**src/rtl/sao_pkg.sv**
```systemverilog
// Shared types and constants for the straight-alpha over-blend pipeline.
package sao_pkg;

  localparam int unsigned ChanW  = 8;
  localparam int unsigned NChan  = 3;
  localparam int unsigned WgtW   = 16;                // combined weight, up to 255*255
  localparam int unsigned ProdW  = 2 * ChanW;         // 8x8 product
  localparam int unsigned NumW   = 3 * ChanW;         // numerator, at most 255 * weight
  localparam int unsigned DivSteps = ChanW;           // one quotient bit per stage

  localparam logic [ChanW-1:0] ChanMax = 8'hFF;
  localparam logic [WgtW-1:0]  WgtMax  = 16'd65025;

  typedef logic [ChanW-1:0] chan_t;

  // Data that rides alongside the blend math: bypass select and final alpha.
  typedef struct packed {
    logic                  byp;
    logic [NChan-1:0][ChanW-1:0] byp_rgb;
    chan_t                 alpha;
  } side_t;

  typedef struct packed {
    chan_t red;
    chan_t green;
    chan_t blue;
    chan_t alpha;
  } pix_t;

  typedef struct packed {
    pix_t src;
    pix_t dst;
  } pair_t;

  // After the first multiply stage.
  typedef struct packed {
    side_t                       side;
    logic [NChan-1:0][ProdW-1:0] dprod;   // dst_c * dst_alpha
    logic [NChan-1:0][ProdW-1:0] sprod;   // src_c * src_alpha
    chan_t                       nsa;     // 255 - src_alpha
    logic [WgtW-1:0]             wgt;
  } mul_t;

  // Divider working set, one partial remainder and quotient per color.
  typedef struct packed {
    side_t                       side;
    logic [WgtW-1:0]             wgt;
    logic [NChan-1:0][NumW-1:0]  rem;
    logic [NChan-1:0][ChanW-1:0] quo;
  } div_t;

endpackage

```
**src/rtl/sao_mul_stage.sv**
```systemverilog
// First stage: per-channel alpha products, combined weight, bypass select.
module sao_mul_stage
  import sao_pkg::*;
(
  input  logic  clk,
  input  logic  rst_n,
  input  logic  up_v,
  input  pair_t up_d,
  input  logic  dn_rdy,
  output logic  up_rdy,
  output logic  v_r,
  output mul_t  d_r
);

  mul_t  d_nxt;
  chan_t nda;
  chan_t sc [NChan];
  chan_t dc [NChan];

  assign up_rdy = !v_r || dn_rdy;

  always_comb begin
    sc[0] = up_d.src.red;
    sc[1] = up_d.src.green;
    sc[2] = up_d.src.blue;
    dc[0] = up_d.dst.red;
    dc[1] = up_d.dst.green;
    dc[2] = up_d.dst.blue;
    nda         = ChanMax - up_d.dst.alpha;
    d_nxt.nsa   = ChanMax - up_d.src.alpha;
    d_nxt.wgt   = WgtMax - (ProdW'(d_nxt.nsa) * ProdW'(nda));
    for (int i = 0; i < NChan; i++) begin
      d_nxt.dprod[i] = ProdW'(dc[i]) * ProdW'(up_d.dst.alpha);
      d_nxt.sprod[i] = ProdW'(sc[i]) * ProdW'(up_d.src.alpha);
    end
    // transparent source passes the destination, else transparent dst copies source
    d_nxt.side.byp = (up_d.src.alpha == '0) || (up_d.dst.alpha == '0);
    if (up_d.src.alpha == '0) begin
      d_nxt.side.byp_rgb = {up_d.dst.red, up_d.dst.green, up_d.dst.blue};
      d_nxt.side.alpha   = up_d.dst.alpha;
    end else begin
      d_nxt.side.byp_rgb = {up_d.src.red, up_d.src.green, up_d.src.blue};
      d_nxt.side.alpha   = up_d.src.alpha;
    end
  end

  always_ff @(posedge clk) begin
    if (!rst_n) begin
      v_r <= 1'b0;
    end else if (up_rdy) begin
      v_r <= up_v;
    end
  end

  always_ff @(posedge clk) begin
    if (up_rdy && up_v) begin
      d_r <= d_nxt;
    end
  end

endmodule

```
**src/rtl/sao_sum_stage.sv**
```systemverilog
// Second stage: blend numerators and combined alpha (weight / 255).
module sao_sum_stage
  import sao_pkg::*;
(
  input  logic clk,
  input  logic rst_n,
  input  logic up_v,
  input  mul_t up_d,
  input  logic dn_rdy,
  output logic up_rdy,
  output logic v_r,
  output div_t d_r
);

  div_t              d_nxt;
  logic [NumW:0]     num;
  logic [WgtW:0]     asum;

  assign up_rdy = !v_r || dn_rdy;

  always_comb begin
    d_nxt.wgt  = up_d.wgt;
    d_nxt.side = up_d.side;
    for (int i = 0; i < NChan; i++) begin
      // sprod * 255 as (sprod << 8) - sprod
      num = (NumW+1)'(up_d.dprod[i]) * (NumW+1)'(up_d.nsa)
          + ((NumW+1)'(up_d.sprod[i]) << ChanW) - (NumW+1)'(up_d.sprod[i]);
      d_nxt.rem[i] = num[NumW-1:0];
      d_nxt.quo[i] = '0;
    end
    // exact floor(x / 255) for 16-bit x: (x + (x >> 8) + 1) >> 8
    asum = (WgtW+1)'(up_d.wgt) + (WgtW+1)'(up_d.wgt >> ChanW) + (WgtW+1)'(1);
    if (!up_d.side.byp) begin
      d_nxt.side.alpha = asum[ChanW +: ChanW];
    end
  end

  always_ff @(posedge clk) begin
    if (!rst_n) begin
      v_r <= 1'b0;
    end else if (up_rdy) begin
      v_r <= up_v;
    end
  end

  always_ff @(posedge clk) begin
    if (up_rdy && up_v) begin
      d_r <= d_nxt;
    end
  end

endmodule

```
**src/rtl/sao_div_stage.sv**
```systemverilog
// One restoring-division step: one quotient bit per color channel.
module sao_div_stage
  import sao_pkg::*;
(
  input  logic clk,
  input  logic rst_n,
  input  logic up_v,
  input  div_t up_d,
  input  logic dn_rdy,
  output logic up_rdy,
  output logic v_r,
  output div_t d_r
);

  div_t                   d_nxt;
  logic [NumW-2:0]        dsh;
  logic [NumW-1:0]        diff;
  logic                   ge;

  assign up_rdy = !v_r || dn_rdy;

  // Remainder stays below weight << 8; compare against weight << 7, then double.
  always_comb begin
    d_nxt = up_d;
    dsh   = {up_d.wgt, (ChanW-1)'(0)};
    for (int i = 0; i < NChan; i++) begin
      ge   = up_d.rem[i] >= NumW'(dsh);
      diff = ge ? up_d.rem[i] - NumW'(dsh) : up_d.rem[i];
      d_nxt.rem[i] = {diff[NumW-2:0], 1'b0};
      d_nxt.quo[i] = {up_d.quo[i][ChanW-2:0], ge};
    end
  end

  always_ff @(posedge clk) begin
    if (!rst_n) begin
      v_r <= 1'b0;
    end else if (up_rdy) begin
      v_r <= up_v;
    end
  end

  always_ff @(posedge clk) begin
    if (up_rdy && up_v) begin
      d_r <= d_nxt;
    end
  end

endmodule

```
**src/rtl/straight_alpha_over_blend_top.sv**
```systemverilog
// Top level of the straight-alpha Porter-Duff over blend pipeline.
//
//   channel | ports                               | direction | word
//   input   | in_valid, in_stall, in_src_*, in_dst_* | in     | src + dst RGBA8 pair
//   result  | out_valid, out_stall, out_*         | out       | blended RGBA8 pixel
//
// Ten register stages: products, numerators, then eight divide steps.
// One word in per cycle while out_stall does not hold the pipeline; out_valid
// rises once the word has passed the product, numerator and divide stages.
// The divide chain (one quotient bit per stage) sets the depth.
// rst_n (synchronous) empties every stage; payload registers are not reset.
// Each stage holds while its successor is full and stalled, so a stall on
// out_stall backs up only as far as the pipeline is full; bubbles are squeezed.
module straight_alpha_over_blend_top
  import sao_pkg::*;
(
  input  logic  clk,
  input  logic  rst_n,
  input  logic  in_valid,
  output logic  in_stall,
  input  chan_t in_src_red,
  input  chan_t in_src_green,
  input  chan_t in_src_blue,
  input  chan_t in_src_alpha,
  input  chan_t in_dst_red,
  input  chan_t in_dst_green,
  input  chan_t in_dst_blue,
  input  chan_t in_dst_alpha,
  output logic  out_valid,
  input  logic  out_stall,
  output chan_t out_red,
  output chan_t out_green,
  output chan_t out_blue,
  output chan_t out_alpha
);

  pair_t pair;
  logic  mul_rdy;
  logic  mul_v;
  mul_t  mul_d;
  logic  sum_rdy;

  // divide chain: index 0 is the sum stage output, DivSteps the last divide step
  logic  div_v   [DivSteps+1];
  div_t  div_d   [DivSteps+1];
  logic  div_rdy [DivSteps+1];    // ready of the stage consuming div_d[k]

  assign pair.src = '{red: in_src_red, green: in_src_green,
                      blue: in_src_blue, alpha: in_src_alpha};
  assign pair.dst = '{red: in_dst_red, green: in_dst_green,
                      blue: in_dst_blue, alpha: in_dst_alpha};

  assign in_stall = !mul_rdy;

  sao_mul_stage u_mul (
    .clk    (clk),
    .rst_n  (rst_n),
    .up_v   (in_valid),
    .up_d   (pair),
    .dn_rdy (sum_rdy),
    .up_rdy (mul_rdy),
    .v_r    (mul_v),
    .d_r    (mul_d)
  );

  sao_sum_stage u_sum (
    .clk    (clk),
    .rst_n  (rst_n),
    .up_v   (mul_v),
    .up_d   (mul_d),
    .dn_rdy (div_rdy[0]),
    .up_rdy (sum_rdy),
    .v_r    (div_v[0]),
    .d_r    (div_d[0])
  );

  for (genvar k = 0; k < DivSteps; k++) begin : g_div
    sao_div_stage u_div (
      .clk    (clk),
      .rst_n  (rst_n),
      .up_v   (div_v[k]),
      .up_d   (div_d[k]),
      .dn_rdy (div_rdy[k+1]),
      .up_rdy (div_rdy[k]),
      .v_r    (div_v[k+1]),
      .d_r    (div_d[k+1])
    );
  end

  assign div_rdy[DivSteps] = !out_stall;

  // Final select: bypass words carry their pixel, blended words the quotients.
  // Quotients never exceed 255 since the numerator is below 256 * weight,
  // so the 8-bit quotient is already saturated.
  assign out_valid = div_v[DivSteps];
  assign out_red   = div_d[DivSteps].side.byp ? div_d[DivSteps].side.byp_rgb[2]
                                              : div_d[DivSteps].quo[0];
  assign out_green = div_d[DivSteps].side.byp ? div_d[DivSteps].side.byp_rgb[1]
                                              : div_d[DivSteps].quo[1];
  assign out_blue  = div_d[DivSteps].side.byp ? div_d[DivSteps].side.byp_rgb[0]
                                              : div_d[DivSteps].quo[2];
  assign out_alpha = div_d[DivSteps].side.alpha;

endmodule

```
**config.mk**
```make
export PLATFORM = sky130hd
export DESIGN_NAME = straight_alpha_over_blend_top
export DESIGN_NICKNAME = d
export VERILOG_FILES = /design/src/rtl/sao_pkg.sv /design/src/rtl/sao_mul_stage.sv /design/src/rtl/sao_sum_stage.sv /design/src/rtl/sao_div_stage.sv /design/src/rtl/straight_alpha_over_blend_top.sv
export SDC_FILE = /design/constraint.sdc
export NUM_CORES = 2
export LEC_CHECK = 0
export BUFFER_PORTS_ARGS = -buffer_cell sky130_fd_sc_hd__buf_2
export CORE_UTILIZATION = 59
export CTS_CLUSTER_DIAMETER = 50
export DETAILED_ROUTE_END_ITERATION = 10
export PLACE_DENSITY = 0.78
export SLEW_MARGIN = 20
export SYNTH_ARGS = -nofsm -noshare
export SYNTH_HDL_FRONTEND = slang
export SYNTH_HIERARCHICAL = 1
export SYNTH_SLANG_ARGS = --single-unit
```
**constraint.sdc**
```tcl
create_clock -name clk -period 6.64 [get_ports clk]
set_clock_uncertainty 0.2 [all_clocks]
set_input_delay 1.328 -clock clk [delete_from_list [all_inputs] [get_ports clk]]
set_output_delay 1.328 -clock clk [all_outputs]
set_load 0.02 [all_outputs]
```
==> impl_results.md <==
* Critical Path End Type: flop
* Met1 track utilization from global routing at 35.48%
* Wirelength per Cell at 22.56 um
* Fraction of the cycle the final worst path needs at 93.26%
* GRT Residual Overflow at 0
* Worst hold path depth at 0
* Area of the mapped netlist at 93620 um^2
* Hold_sp: u_sum/d_r[135]
* H-tree lvl count at 4
* DIE WIDTH at 400.4 um
* Number of DRC markers after the initial detailed-route iteration at 4843
* Minimum period implied by the final worst setup slack at 6193 ps
* Cell chosen for the clock root: sky130_fd_sc_hd__clkbuf_16
* WP data arrival at 6490 ps
* Worst max-slew margin expressed relative to the limit at 24.04%
* Total via count after detailed routing at 63020
* Net count reported at finish at 9870
* Post-detail-place hpwl at 184.3 mm
* Layout overhead on the synthesized area at 8.266%
* Leading cell types in the layout, fill and taps excluded: sky130_fd_sc_hd__edfxtp_1 (1241), sky130_fd_sc_hd__inv_1 (1091), sky130_fd_sc_hd__ha_1 (817)
* Post-synthesis area per instance at 11.39 um^2
* Area taken by flip-flops and latches at 37470 um^2
* Worst setup slack for register-to-register paths at 450 ps
* Clk slew on worst S/H paths at 70 ps
* First-pass GRT wire length at 364.8 mm
* IO Count at 102
* Last weighted congestion value of the routability-driven placer at 0.9489
* Startpoint type of the worst setup path: flop
* Number of setup violations in the final report at 0
* Fraction of layout instances using a drive strength above 1 at 10.41%
* Vias in the first global route at 63950
* Met3 Use GR at 4.088%
* Number of buffers added for setup after CTS at 0
* IO buf count at 101
* Final total negative setup slack at 0 ps
* Initial antenna violation count at 11
* Transition time at the pin with the least slew margin at 1139 ps
* Standard-cell row count at 145
* Routing usage on met2 at 50.74%
* Clock Sink Count at 1251
* Post-route DRC at 0
* Register-to-Register Path Depth at 17
* WHS Endpoint: g_div[0].u_div/d_r[135]
* Setup Crit Path Kind: flop to flop
* Global routing's busiest layer: met2
* Setup repair after global routing missed its margin: false
* CTS hold repair buffers at 0
* Status: completed
* Final cell utilization of the core at 64.59%
* Area of combinational cells with multiple inputs at 51190 um^2
* Number of hold violations in the final report at 0
* Highest achievable clock rate at 161.5 MHz
* Pin count of the biggest net entering global routing at 140
* First-pass detailed-route iteration total at 7
* Fillers at 11840
* Max cap viols at 0
* Worst-path maximum fanout at 26
* Die area at 160300 um^2
* Starting Density at 59.66%
* Floorplan Core Area at 156900 um^2
* Number of clock buffers inserted by TritonCTS at 151
* Most frequent standard cell in the layout excluding fill and tap cells: sky130_fd_sc_hd__edfxtp_1
* Path class of the lowest-slack min-delay path: flop to flop
* Height of the die at 400.4 um
* CTS max path bufs at 3
* Data required, critical path at 6940 ps
* Total Routed Length at 238.1 mm
* Clk_lat worst skew at 790 ps
* Via-per-instance ratio at 5.971
* Instance count of the mapped netlist at 8223
* # resized after CTS at 0
* Yosys warning total at 6
* Number of pins exceeding their max-slew limit in the final report at 0
* Total routing resource utilization after global routing at 29.57%
* Worst reg2reg endpoint: u_sum/d_r[93]
* TritonCTS clock tree: yes
* ANT nets after route at 0
* Reg-to-reg startpoint: u_mul/d_r[20]
how the worst max path moves through the flow:
stage / cells after the start / slack [ps] / endpoint / start
6_report: 17 / 450 / u_sum/d_r[93] / u_mul/d_r[20]
5_1_grt: 17 / 250 / u_sum/d_r[93] / u_mul/d_r[20]
4_1_cts: 17 / 440 / u_sum/d_r[93] / u_mul/d_r[20]
3_5_place_dp: 17 / 440 / u_sum/d_r[93] / u_mul/d_r[20]
3_3_place_gp: 18 / 590 / u_mul/d_r[87] / in_dst_alpha[4]
2_1_floorplan: 17 / 720 / u_mul/d_r[117] / in_dst_alpha[5]
stage by stage:
stage	hold slack, ps	setup slack [ps]	std cells	instance area, um^2
after floorplan	200.3	721.1	8237	93680
after global placement	200.3	590.7	10280	96400
after detailed placement	204.5	437.5	10280	96400
after CTS	195.6	444.4	10550	101400
after global routing	198.4	251.1	10550	101400
final	202.8	447.2	10550	101400
flip-flops by register name, indices dropped and copies added (netlist names):
name / cells
u_mul/d_r: 153
u_sum/v_r: 1
u_sum/d_r: 121
g_div.u_div/d_r: 967
u_mul/v_r: 1
g_div.u_div/v_r: 8
critical path, cell delays in order (launching register included):
cell,delay (ps)
sky130_fd_sc_hd__edfxtp_1,920
sky130_fd_sc_hd__buf_12,260
sky130_fd_sc_hd__and2_1,170
sky130_fd_sc_hd__fa_1,440
sky130_fd_sc_hd__fa_1,580
sky130_fd_sc_hd__fa_1,450
sky130_fd_sc_hd__fa_1,490
sky130_fd_sc_hd__inv_1,50
sky130_fd_sc_hd__fa_1,480
sky130_fd_sc_hd__inv_1,50
sky130_fd_sc_hd__ha_1,330
sky130_fd_sc_hd__nand2_1,150
sky130_fd_sc_hd__a2bb2oi_1,300
sky130_fd_sc_hd__o311ai_4,190
sky130_fd_sc_hd__o21ai_2,210
sky130_fd_sc_hd__o21ai_0,160
sky130_fd_sc_hd__a221oi_1,400
sky130_fd_sc_hd__xnor2_1,100
layer usage:
metal | vias to the layer above | wire, um | share of wire [%]
met1 | 31090 | 92360 | 39
met2 | 2186 | 117000 | 49
met5 | - | 59 | 0.025
li1 | 29130 | - | -
met4 | 10 | 16070 | 6.8
met3 | 603 | 12560 | 5.3
cell type report:
| cell class | count | area share, % |
|---|---|---|
| tap | 2058 | 2.540 |
| multi-input combinational | 5732 | 50.50 |
| clock buffer | 170 | 3.798 |
| clock inverter | 104 | 1.086 |
| timing repair buffer | 144 | 1.064 |
| inverter | 1091 | 4.040 |
| antenna | 4 | 0.009875 |
| sequential | 1251 | 36.96 |
Power is left out: the tool's default activity adds up to more than one toggle a clock period on the data nets, which glitch-free logic cannot reach.
